**src/rtl/sbds_pkg.sv**
```systemverilog
`default_nettype none

package sbds_pkg;

	// result status codes
	localparam logic [1:0] ST_OK    = 2'd0;
	localparam logic [1:0] ST_PROTO = 2'd1;
	localparam logic [1:0] ST_CHAN  = 2'd2;

	// control and format word pieces
	localparam logic [17:0] CTRL_BASE     = 18'h10000;
	localparam logic [17:0] CTRL_IDLE_BIT = 18'h20000;
	localparam logic [27:0] FMT_BASE      = 28'h8000000;
	localparam logic [27:0] FMT_PHASE_BIT = 28'h0010000;

	// module clock after reset
	localparam logic [31:0] CLK_RESET = 32'd80000000;

	// quotient width of clk/2 over n, one bit per divider step
	localparam int        QUO_W    = 31;
	localparam logic [4:0] DIV_LAST = 5'(QUO_W - 1);

	// controller to datapath
	typedef struct packed {
		logic load;
		logic div_step;
		logic absd;
		logic cmp;
		logic next;
		logic publish;
	} dp_cmd_t;

	// datapath to controller
	typedef struct packed {
		logic err;
		logic div_last;
		logic improve;
		logic n_last;
	} dp_sts_t;

endpackage

`default_nettype wire

```
**src/rtl/spi_baud_divider_search.sv**
```systemverilog
`default_nettype none

// spi serial clock divider search
//
// a request (baud_rate, channel, mode) is taken at a clock edge with start high
// and busy low. busy stays high while the request is worked on. the result
// (status, divisor, control_word, format_word, chip_select_used) appears for
// exactly one cycle with done high; the ports hold their value until the next
// result, and the receiver cannot stall. a new request may be started in the
// done cycle itself.
// sequence: a rejected request (bad mode or bad channel) passes the check and
// publish states before done. otherwise every candidate divisor takes 31 steps
// of the one-bit-per-cycle restoring divider for (clock/2)/n, then the
// absolute difference and then the compare, with up to DIVISOR_MAX divisors.
// the module clock register is written through cfg_valid/cfg_ready, always
// ready. the user must write it only while the block is idle; the block itself
// does not enforce this. reset loads 80 MHz into it and returns the controller
// to idle with done low.
module spi_baud_divider_search #(
	parameter int DIVISOR_MAX = 4095
) (
	input  wire logic        clk,
	input  wire logic        arst_n,
	// request item
	input  wire logic        start,
	output logic             busy,
	input  wire logic [30:0] baud_rate,
	input  wire logic [3:0]  channel,
	input  wire logic [6:0]  mode,
	// configuration write
	input  wire logic        cfg_valid,
	output logic             cfg_ready,
	input  wire logic [31:0] module_clock_hz,
	// result item
	output logic             done,
	output logic [1:0]       status,
	output logic [11:0]      divisor,
	output logic [17:0]      control_word,
	output logic [27:0]      format_word,
	output logic             chip_select_used
);

	sbds_pkg::dp_cmd_t cmd;
	sbds_pkg::dp_sts_t sts;

	// register write never waits
	assign cfg_ready = 1'b1;

	// sequencer: check, then divide / difference / compare per candidate
	sbds_ctrl u_ctrl (
		.clk    (clk),
		.arst_n (arst_n),
		.start  (start),
		.busy   (busy),
		.done   (done),
		.cmd    (cmd),
		.sts    (sts)
	);

	// divider, best-so-far tracking and result registers
	sbds_dp #(
		.DIVISOR_MAX (DIVISOR_MAX)
	) u_dp (
		.clk              (clk),
		.arst_n           (arst_n),
		.cfg_we           (cfg_valid && cfg_ready),
		.cfg_data         (module_clock_hz),
		.baud_rate        (baud_rate),
		.channel          (channel),
		.mode             (mode),
		.cmd              (cmd),
		.sts              (sts),
		.status           (status),
		.divisor          (divisor),
		.control_word     (control_word),
		.format_word      (format_word),
		.chip_select_used (chip_select_used)
	);

	// a result strobe is a single cycle
	a_done_single: assert property (@(posedge clk) disable iff (!arst_n)
		done |=> !done)
		else $error("done held for more than one cycle");

	// an accepted item keeps the block busy
	a_accept_busy: assert property (@(posedge clk) disable iff (!arst_n)
		(start && !busy) |=> busy)
		else $error("accepted item did not raise busy");

	// status code is one of the three defined codes
	a_status_code: assert property (@(posedge clk) disable iff (!arst_n)
		done |-> (status == sbds_pkg::ST_OK || status == sbds_pkg::ST_PROTO ||
			status == sbds_pkg::ST_CHAN))
		else $error("undefined status code");

	// rejected items carry the fixed default fields
	a_err_defaults: assert property (@(posedge clk) disable iff (!arst_n)
		(done && status != sbds_pkg::ST_OK) |->
			(divisor == 12'd1 && control_word == sbds_pkg::CTRL_BASE &&
			format_word == sbds_pkg::FMT_BASE && !chip_select_used))
		else $error("rejected item with non-default fields");

endmodule

`default_nettype wire

```
**src/rtl/sbds_ctrl.sv**
```systemverilog
`default_nettype none

module sbds_ctrl (
	input  wire logic             clk,
	input  wire logic             arst_n,
	input  wire logic             start,
	output logic                  busy,
	output logic                  done,
	output sbds_pkg::dp_cmd_t     cmd,
	input  wire sbds_pkg::dp_sts_t sts
);

	localparam logic [2:0] S_IDLE  = 3'd0;
	localparam logic [2:0] S_CHECK = 3'd1;
	localparam logic [2:0] S_DIV   = 3'd2;
	localparam logic [2:0] S_ABS   = 3'd3;
	localparam logic [2:0] S_CMP   = 3'd4;
	localparam logic [2:0] S_PUB   = 3'd5;

	logic [2:0] state_q;
	logic [2:0] state_d;
	logic       done_q;

	always_comb begin
		state_d = state_q;
		cmd     = '0;
		unique case (state_q)
			S_IDLE: begin
				if (start) begin
					cmd.load = 1'b1;
					state_d  = S_CHECK;
				end
			end
			S_CHECK: begin
				state_d = sts.err ? S_PUB : S_DIV;
			end
			S_DIV: begin
				cmd.div_step = 1'b1;
				if (sts.div_last) begin
					state_d = S_ABS;
				end
			end
			S_ABS: begin
				cmd.absd = 1'b1;
				state_d  = S_CMP;
			end
			S_CMP: begin
				cmd.cmp = 1'b1;
				if (sts.improve && !sts.n_last) begin
					cmd.next = 1'b1;
					state_d  = S_DIV;
				end else begin
					state_d = S_PUB;
				end
			end
			S_PUB: begin
				cmd.publish = 1'b1;
				state_d     = S_IDLE;
			end
			default: begin
				state_d = S_IDLE;
			end
		endcase
	end

	always_ff @(posedge clk or negedge arst_n) begin
		if (!arst_n) begin
			state_q <= S_IDLE;
			done_q  <= 1'b0;
		end else begin
			state_q <= state_d;
			done_q  <= (state_q == S_PUB);
		end
	end

	assign busy = (state_q != S_IDLE);
	assign done = done_q;

	a_done_after_pub: assert property (@(posedge clk) disable iff (!arst_n)
		done |-> $past(state_q == S_PUB))
		else $error("done without publish");

	a_err_skips_search: assert property (@(posedge clk) disable iff (!arst_n)
		(state_q == S_CHECK && sts.err) |=> state_q == S_PUB)
		else $error("error item entered search");

	a_div_runs_from_check_or_cmp: assert property (@(posedge clk) disable iff (!arst_n)
		(state_q == S_DIV && $past(state_q) != S_DIV) |->
			($past(state_q) == S_CHECK || $past(state_q) == S_CMP))
		else $error("divide entered from wrong state");

endmodule

`default_nettype wire

```
**src/rtl/sbds_dp.sv**
```systemverilog
`default_nettype none

module sbds_dp #(
	parameter int DIVISOR_MAX = 4095
) (
	input  wire logic              clk,
	input  wire logic              arst_n,
	input  wire logic              cfg_we,
	input  wire logic [31:0]       cfg_data,
	input  wire logic [30:0]       baud_rate,
	input  wire logic [3:0]        channel,
	input  wire logic [6:0]        mode,
	input  wire sbds_pkg::dp_cmd_t cmd,
	output sbds_pkg::dp_sts_t      sts,
	output logic [1:0]             status,
	output logic [11:0]            divisor,
	output logic [17:0]            control_word,
	output logic [27:0]            format_word,
	output logic                   chip_select_used
);

	localparam int NW = $clog2(DIVISOR_MAX + 1);

	logic [31:0]   clk_hz_q;
	logic [30:0]   baud_q;
	logic [1:0]    cmode_q;
	logic          cs_q;
	logic [1:0]    st_q;
	logic [NW-1:0] n_q;
	logic [NW-1:0] best_q;
	logic [31:0]   best_diff_q;
	logic [30:0]   d_q;
	logic [NW-1:0] rem_q;
	logic [30:0]   quo_q;
	logic [4:0]    cnt_q;

	logic [1:0]    st_in;
	logic [NW:0]   trial;
	logic [NW:0]   trial_sub;
	logic          ge;
	logic [30:0]   d_next;
	logic          improve;

	always_comb begin
		if (mode[6] || mode[4] || mode[2]) begin
			st_in = sbds_pkg::ST_PROTO;
		end else if (channel == 4'd1 || channel == 4'd2 || channel == 4'd4) begin
			st_in = sbds_pkg::ST_OK;
		end else begin
			st_in = sbds_pkg::ST_CHAN;
		end
	end

	// one restoring divider step
	assign trial     = {rem_q, quo_q[30]};
	assign trial_sub = trial - {1'b0, n_q};
	assign ge        = (trial >= {1'b0, n_q});

	assign d_next  = (baud_q >= quo_q) ? (baud_q - quo_q) : (quo_q - baud_q);
	assign improve = ({1'b0, d_q} < best_diff_q);

	assign sts.err      = (st_q != sbds_pkg::ST_OK);
	assign sts.div_last = (cnt_q == sbds_pkg::DIV_LAST);
	assign sts.improve  = improve;
	assign sts.n_last   = (n_q == NW'(DIVISOR_MAX));

	always_ff @(posedge clk or negedge arst_n) begin
		if (!arst_n) begin
			clk_hz_q <= sbds_pkg::CLK_RESET;
		end else if (cfg_we) begin
			clk_hz_q <= cfg_data;
		end
	end

	always_ff @(posedge clk) begin
		if (cmd.load) begin
			baud_q      <= baud_rate;
			cmode_q     <= mode[1:0];
			cs_q        <= mode[5];
			st_q        <= st_in;
			n_q         <= NW'(1);
			best_q      <= NW'(1);
			best_diff_q <= clk_hz_q;
		end
		if (cmd.load || cmd.next) begin
			rem_q <= '0;
			quo_q <= clk_hz_q[31:1];
			cnt_q <= '0;
		end else if (cmd.div_step) begin
			rem_q <= ge ? trial_sub[NW-1:0] : trial[NW-1:0];
			quo_q <= {quo_q[29:0], ge};
			cnt_q <= cnt_q + 5'd1;
		end
		if (cmd.absd) begin
			d_q <= d_next;
		end
		if (cmd.cmp && improve) begin
			best_q      <= n_q;
			best_diff_q <= {1'b0, d_q};
		end
		if (cmd.next) begin
			n_q <= n_q + NW'(1);
		end
		if (cmd.publish) begin
			status <= st_q;
			if (st_q != sbds_pkg::ST_OK) begin
				divisor          <= 12'd1;
				control_word     <= sbds_pkg::CTRL_BASE;
				format_word      <= sbds_pkg::FMT_BASE;
				chip_select_used <= 1'b0;
			end else begin
				divisor          <= 12'(best_q);
				control_word     <= sbds_pkg::CTRL_BASE |
					((cmode_q == 2'd0 || cmode_q == 2'd1) ? sbds_pkg::CTRL_IDLE_BIT : '0);
				format_word      <= sbds_pkg::FMT_BASE |
					(cmode_q[0] ? sbds_pkg::FMT_PHASE_BIT : '0);
				chip_select_used <= cs_q;
			end
		end
	end

endmodule

`default_nettype wire

```
**config.mk**
```make
export PLATFORM = sky130hd
export DESIGN_NAME = spi_baud_divider_search
export DESIGN_NICKNAME = d
export VERILOG_FILES = /design/src/rtl/sbds_pkg.sv /design/src/rtl/spi_baud_divider_search.sv /design/src/rtl/sbds_ctrl.sv /design/src/rtl/sbds_dp.sv
export SDC_FILE = /design/constraint.sdc
export NUM_CORES = 1
export LEC_CHECK = 0
export BUFFER_PORTS_ARGS = -buffer_cell sky130_fd_sc_hd__buf_2
export CAP_MARGIN = 5
export CELL_PAD_IN_SITES_DETAIL_PLACEMENT = 1
export CELL_PAD_IN_SITES_GLOBAL_PLACEMENT = 1
export CORE_ASPECT_RATIO = 1.4
export CORE_MARGIN = 5
export CORE_UTILIZATION = 53
export CTS_BUF_LIST = sky130_fd_sc_hd__clkbuf_8
export DETAILED_ROUTE_END_ITERATION = 8
export PLACE_DENSITY = 0.94
export SYNTH_ARGS = -nofsm -noshare
export SYNTH_HDL_FRONTEND = slang
export SYNTH_SLANG_ARGS = --single-unit
export TNS_END_PERCENT = 5
```
**constraint.sdc**
```tcl
create_clock -name clk -period 6.1 [get_ports clk]
set_clock_uncertainty 0.1 [all_clocks]
set_input_delay 0.61 -clock clk [delete_from_list [all_inputs] [get_ports clk]]
set_output_delay 0.61 -clock clk [all_outputs]
set_load 0.1 [all_outputs]
```
==> Word-level counts from Yosys, hierarchy flattened <==
Index checks and enable logic that the tools add are counted.
{ "word_totals": {"ff_bits": 268, "in_bits": 78} }
{ "classes": {"add_sub_neg": 5, "order_cmp": 3, "n_eq_ne": 13, "n_mux": 24, "reduce_logical": 17} }
{ "ops": {"columns": ["cell", "n"], "rows": [
  ["$mux W31", 5],
  ["$sub A31 B31 Y31", 2],
  ["$mux W12", 4],
  ["$lt A31 B32 Y1", 1],
  ["$ge A31 B31 Y1", 1],
  ["$mux W18", 1],
  ["$mux W17", 1],
  ["$pmux W3 S5", 1],
  ["$ge A13 B12 Y1", 1],
  ["$add A12 B1 Y12 const B", 1],
  ["$eq A12 B12 Y1 const B", 1],
  ["$mux W3", 4],
  ["$sub A12 B12 Y12", 1],
  ["$reduce_bool A2 Y1", 4],
  ["$eq A3 B2 Y1 const B", 2],
  ["$eq A3 B3 Y1 const B", 2],
  ["$logic_or A1 B1 Y1", 6],
  ["$mux W1", 6],
  ["$add A5 B1 Y5 const B", 1],
  ["$eq A5 B5 Y1 const B", 1],
  ["$eq A4 B1 Y1 const B", 1],
  ["$eq A4 B2 Y1 const B", 1],
  ["$eq A4 B3 Y1 const B", 1],
  ["$mux W2", 2],
  ["9 further kinds", 11]
]} }

==> Logic depth before layout (Yosys ltp) <==
{ "logic_depth": {"ltp_word": 7, "mapped_depth": 14, "ltp_nobuf": 12} }

==> Cells and area by module <==
From an unflattened synthesis, not the netlist that was laid out.
{ "hier_totals": {"cells_unflattened": 1265, "area_unflattened_um2": 13430.4} }
{ "modules_own_cells": {"columns": ["mod", "instances", "cells_per_inst", "area_each_um2", "seq_area_each_um2"], "rows": [
  ["sbds_dp", 1, 1239, 13191.4, 6276.0],
  ["sbds_ctrl", 1, 24, 227.7, 100.1],
  ["spi_baud_divider_search", 1, 2, 11.3, 0.0]
]} }

==> Worst setup path before layout <==
No wires, ideal clock.
{ "synth_path": {"path_type": "register -> register", "startpoint": "register u_dp.d_q[9]", "endpoint": "register u_dp.best_diff_q[0] (enable)", "setup_ps": 551, "arrival_time_ps": 3107, "t_required_ps": 5449, "path_slack_ps": 2343, "stages_incl_launch_ff": 11, "synth_period_minus_slack_ps": 3757, "cell_sequence": "edfxtp_1 > ha_1 > a21oi_1 > nor2b_1 > nor3_1 > a221oi_1 > a21oi_1 > o2111ai_1 > clkbuf_1 > buf_1 > nand2_1"} }
{ "synth_between": {"elab_chain_len": 3} }
{ "synth_rtl": {"columns": ["element", "line_no", "text"], "rows": [
  ["start: declaration", "sbds_dp.sv:32", "logic [30:0] d_q;"],
  ["start signal: assignment", "sbds_dp.sv:95", "d_q <= d_next;"],
  ["$lt A31 B32 Y1", "sbds_dp.sv:60", "assign improve = ({1'b0, d_q} < best_diff_q);"],
  ["$logic_and A1 B1 Y1", "sbds_dp.sv:97", "if (cmd.cmp && improve) begin"],
  ["$reduce_bool A2 Y1 (no line)", null, null],
  ["end signal: assignment", "sbds_dp.sv:83", "best_diff_q <= clk_hz_q;"],
  ["end signal: assignment", "sbds_dp.sv:99", "best_diff_q <= {1'b0, d_q};"],
  ["end: declaration", "sbds_dp.sv:31", "logic [31:0] best_diff_q;"]
]} }
Every way passes these cells.
A chain may end at the register's enable or synchronous reset.

==> Worst setup path in the final report <==
{ "layout_path": {"startpoint": "register u_dp.d_q[23]", "endpoint": "register u_dp.quo_q[9] (data pin)"} }
{ "layout_between": {"elab_chain_len": 6} }
{ "layout_rtl": {"columns": ["element", "line_no", "text"], "rows": [
  ["$lt A31 B32 Y1", "sbds_dp.sv:60", null],
  ["$logic_and A1 B1 Y1", "sbds_ctrl.sv:49", "if (sts.improve && !sts.n_last) begin"],
  ["$mux W1", "sbds_ctrl.sv:49", null],
  ["$mux W2", "sbds_ctrl.sv:27", "unique case (state_q)"],
  ["$logic_or A1 B1 Y1", "sbds_dp.sv:85", "if (cmd.load || cmd.next) begin"],
  ["$mux W31", "sbds_dp.sv:85", null],
  ["end signal: assignment", "sbds_dp.sv:87", "quo_q <= clk_hz_q[31:1];"],
  ["end signal: assignment", "sbds_dp.sv:91", "quo_q <= {quo_q[29:0], ge};"],
  ["end: declaration", "sbds_dp.sv:34", "logic [30:0] quo_q;"]
]} }
Every way passes these cells.

==> qor.yml <==
ys_warn_count: 0
start_kind: "flop"
routed_wl_um: 37800
powerDensity_nw_per_um2: 591
wl_per_cell_um: 22.2
setup_tns_ns: 0
vias_per_cell: 5.84
min_delay_path_depth: 1
hp-class: "primary input to flop"
die_x_um: 145
slew_viol_final: 0
clkSinkCount: 224
r2r_cells: 10
ctsHoldBuffers: 0
cp.arrival_ns: 4.80
outcome: "completed"
finalNonFillerCells: 1700
ys_seq_area_share_pct: 46.9
final_cell_mix: "170 x edfxtp_1, 144 x inv_1, 106 x ha_1"
start_util_pct: 53.5
grt_max_degree: 61
fin_crit_ns: 4.61
synthToLayoutAreaGrowth_pct: 9.89
grt_pass1_wl_um: 59400
dp_cells: 1633
dp_hpwl_um: 27600
dieArea_um2: 29000
clkTransAtPathRegs_ns: 0.06
fmax_ghz: 0.217
post-route-period-util_pct: 75.5
final_common_cell: "edfxtp_1"
place.gp.congestion: 0.923
cts_tree: "yes"
numPortBuffers: 95
grt_pass1_vias: 11200
tightest_slew_ns: 1.04
ys_top_cells_by_area: "edfxtp_1 38%, ha_1 9.8%, mux2_2 8.1%, dfrtp_1 5.2%, inv_1 3.7%"
synth_seq_cells: 224
overflow: 0
cts_resized: 0
drtIter0Drc: 503
final-hold-violation-count: 0
end_kind: "flop"
core_um2: 25400
vdd.ir_drop.worst_uv: 326
antenna_found_initial: 0
crit_type: "flop to flop"
max_slew_margin_pct: 31.0
cp_max_fo: 60
die_y_um: 199
synth-edff-count: 170
synthArstFlopShare_pct: 16.1
final_util_pct: 58.8
cts_buffers: 36
grt_use_total_pct: 25.7
leakagePower_uw: 0.00652
row_count: 69
vias: 9936
dpl_cell_area_um2: 14200
yosysUniqueCellTypes: 72
netlist_instances: 1261
htree_num_levels: 2
setup_violations: 0
synth_top_area_share_pct: 37.6
drc: 0
drv_cap: 0
design_area_um2: 14900
yosysTopAreaCell: "edfxtp_1"
final_antenna_net_count: 0
drt_first_pass_iters: 4
clock_latency_ns: 0.57
yosys_most_used_dff: "edfxtp_1"
drive_gt1_share_pct: 20.8
io_pins: 142
rsz0062_at_grt: "false"
synth_area_um2: 13600
post_cts_buffers: 0
cp_data_required_time_ns: 6.29
post_synth.cell_area_avg_um2: 10.8
nNetsFinal: 1539
cts_root_buf: "clkbuf_8"
clk_path_buf_depth: 3
==> state kept, by name, indices dropped and copies added, names as in the netlist, 31 cells and up <==
register and cells:
u_dp.best_diff_q 32, u_dp.clk_hz_q 32, u_dp.baud_q 31, u_dp.d_q 31, u_dp.quo_q 31
==> worst paths after layout <==
path	startpoint	to	slack, ns
min reg2reg	u_dp.best_q[2]	u_dp.divisor[2]	0.42
max reg2reg	u_dp.d_q[23]	u_dp.quo_q[9]	1.49
max	u_dp.d_q[23]	u_dp.quo_q[9]	1.49
min	baud_rate[27]	u_dp.baud_q[27]	0.12
max in group asynchronous	arst_n	u_dp.clk_hz_q[21]	5.12
min in group asynchronous	arst_n	u_dp.clk_hz_q[2]	0.14
==> kinds of logic (layout without fill, tap and decap cells) <==
family	after synthesis	count (layout)	share of synthesized area, %
AND/OR/NAND/NOR	275	275	10.1
AO/OA/AOI/OAI	264	264	12.6
buffers and inverters	226	302	7.76
flip-flops	224	224	46.9
multiplexers	114	114	9.31
adder cells (fa/ha/maj)	109	109	10.2
XOR/XNOR	47	47	3.03
other	2	46	0.0553
==> area by class of cell <==
cell class | instances | area (µm²)
timing repair buffer | 102 | 528
tap | 319 | 399
antenna | 1 | 2.50
multi-input combinational | 854 | 6360
clock buffer | 40 | 551
sequential | 224 | 6380
inverter | 134 | 503
fill | 2767 | 10500
clock inverter | 26 | 210
==> Yosys cell counts, drive strengths merged, types with 3 or more instances <==
master / instances
mux2: 99
xor2: 13
xnor2: 34
a21boi: 7
a31oi: 11
o21bai: 10
a311oi: 3
nand3b: 3
a21o: 43
nor2: 85
ha: 106
a221oi: 6
or2: 8
dfstp: 8
inv: 134
edfxtp: 170
fa: 3
nand3: 20
o31a: 3
and2: 20
buf: 70
nand2b: 4
nand4: 19
or3: 7
nor3: 17
o31ai: 3
nor2b: 14
o22ai: 3
and3: 5
nor4: 7
and4: 3
o221ai: 3
o211ai: 7
mux2i: 15
o21ai: 51
clkbuf: 22
a211oi: 15
dfxtp: 18
a211o: 5
nand2: 57
dfrtp: 28
a21oi: 83
==> stage by stage <==
| step | hold WS (ns) | worst slack, ns | total power, µW |
|---|---|---|---|
| after floorplan | 0.214 | 2.34 | 6090 |
| after global placement | 0.398 | 1.74 | 7050 |
| after detailed placement | 0.407 | 1.58 | 7350 |
| after CTS | 0.0929 | 1.50 | 8810 |
| after global routing | 0.0946 | 1.43 | 9340 |
| final | 0.119 | 1.49 | 8830 |
==> where the power goes <==
group | switching (µW) | internal, µW | total [µW]
Sequential | 333 | 2420 | 2750
Combinational | 3040 | 1660 | 4700
Clock | 637 | 743 | 1380
==> worst max-delay path, stage by stage (launching register included) <==
cell	delay (ns)
edfxtp_1	0.41
ha_1	0.33
nand4_1	0.20
nor2_1	0.31
nand3_1	0.20
a221oi_1	0.71
a21oi_1	0.33
o2111ai_4	0.78
o21ai_4	0.11
buf_4	0.41
mux2_2	0.40
==> routing by layer <==
layer | track usage [%] | part of all wire (%) | up-vias
li1 | - | - | 4582
met1 | 26.2 | 36 | 4937
met2 | 50.7 | 56 | 301
met3 | 3.49 | 3.5 | 116
met4 | 13.3 | 5.0 | 0
met5 | 0 | 0 | -
No activity file was read; power rests on OpenSTA's default activity.
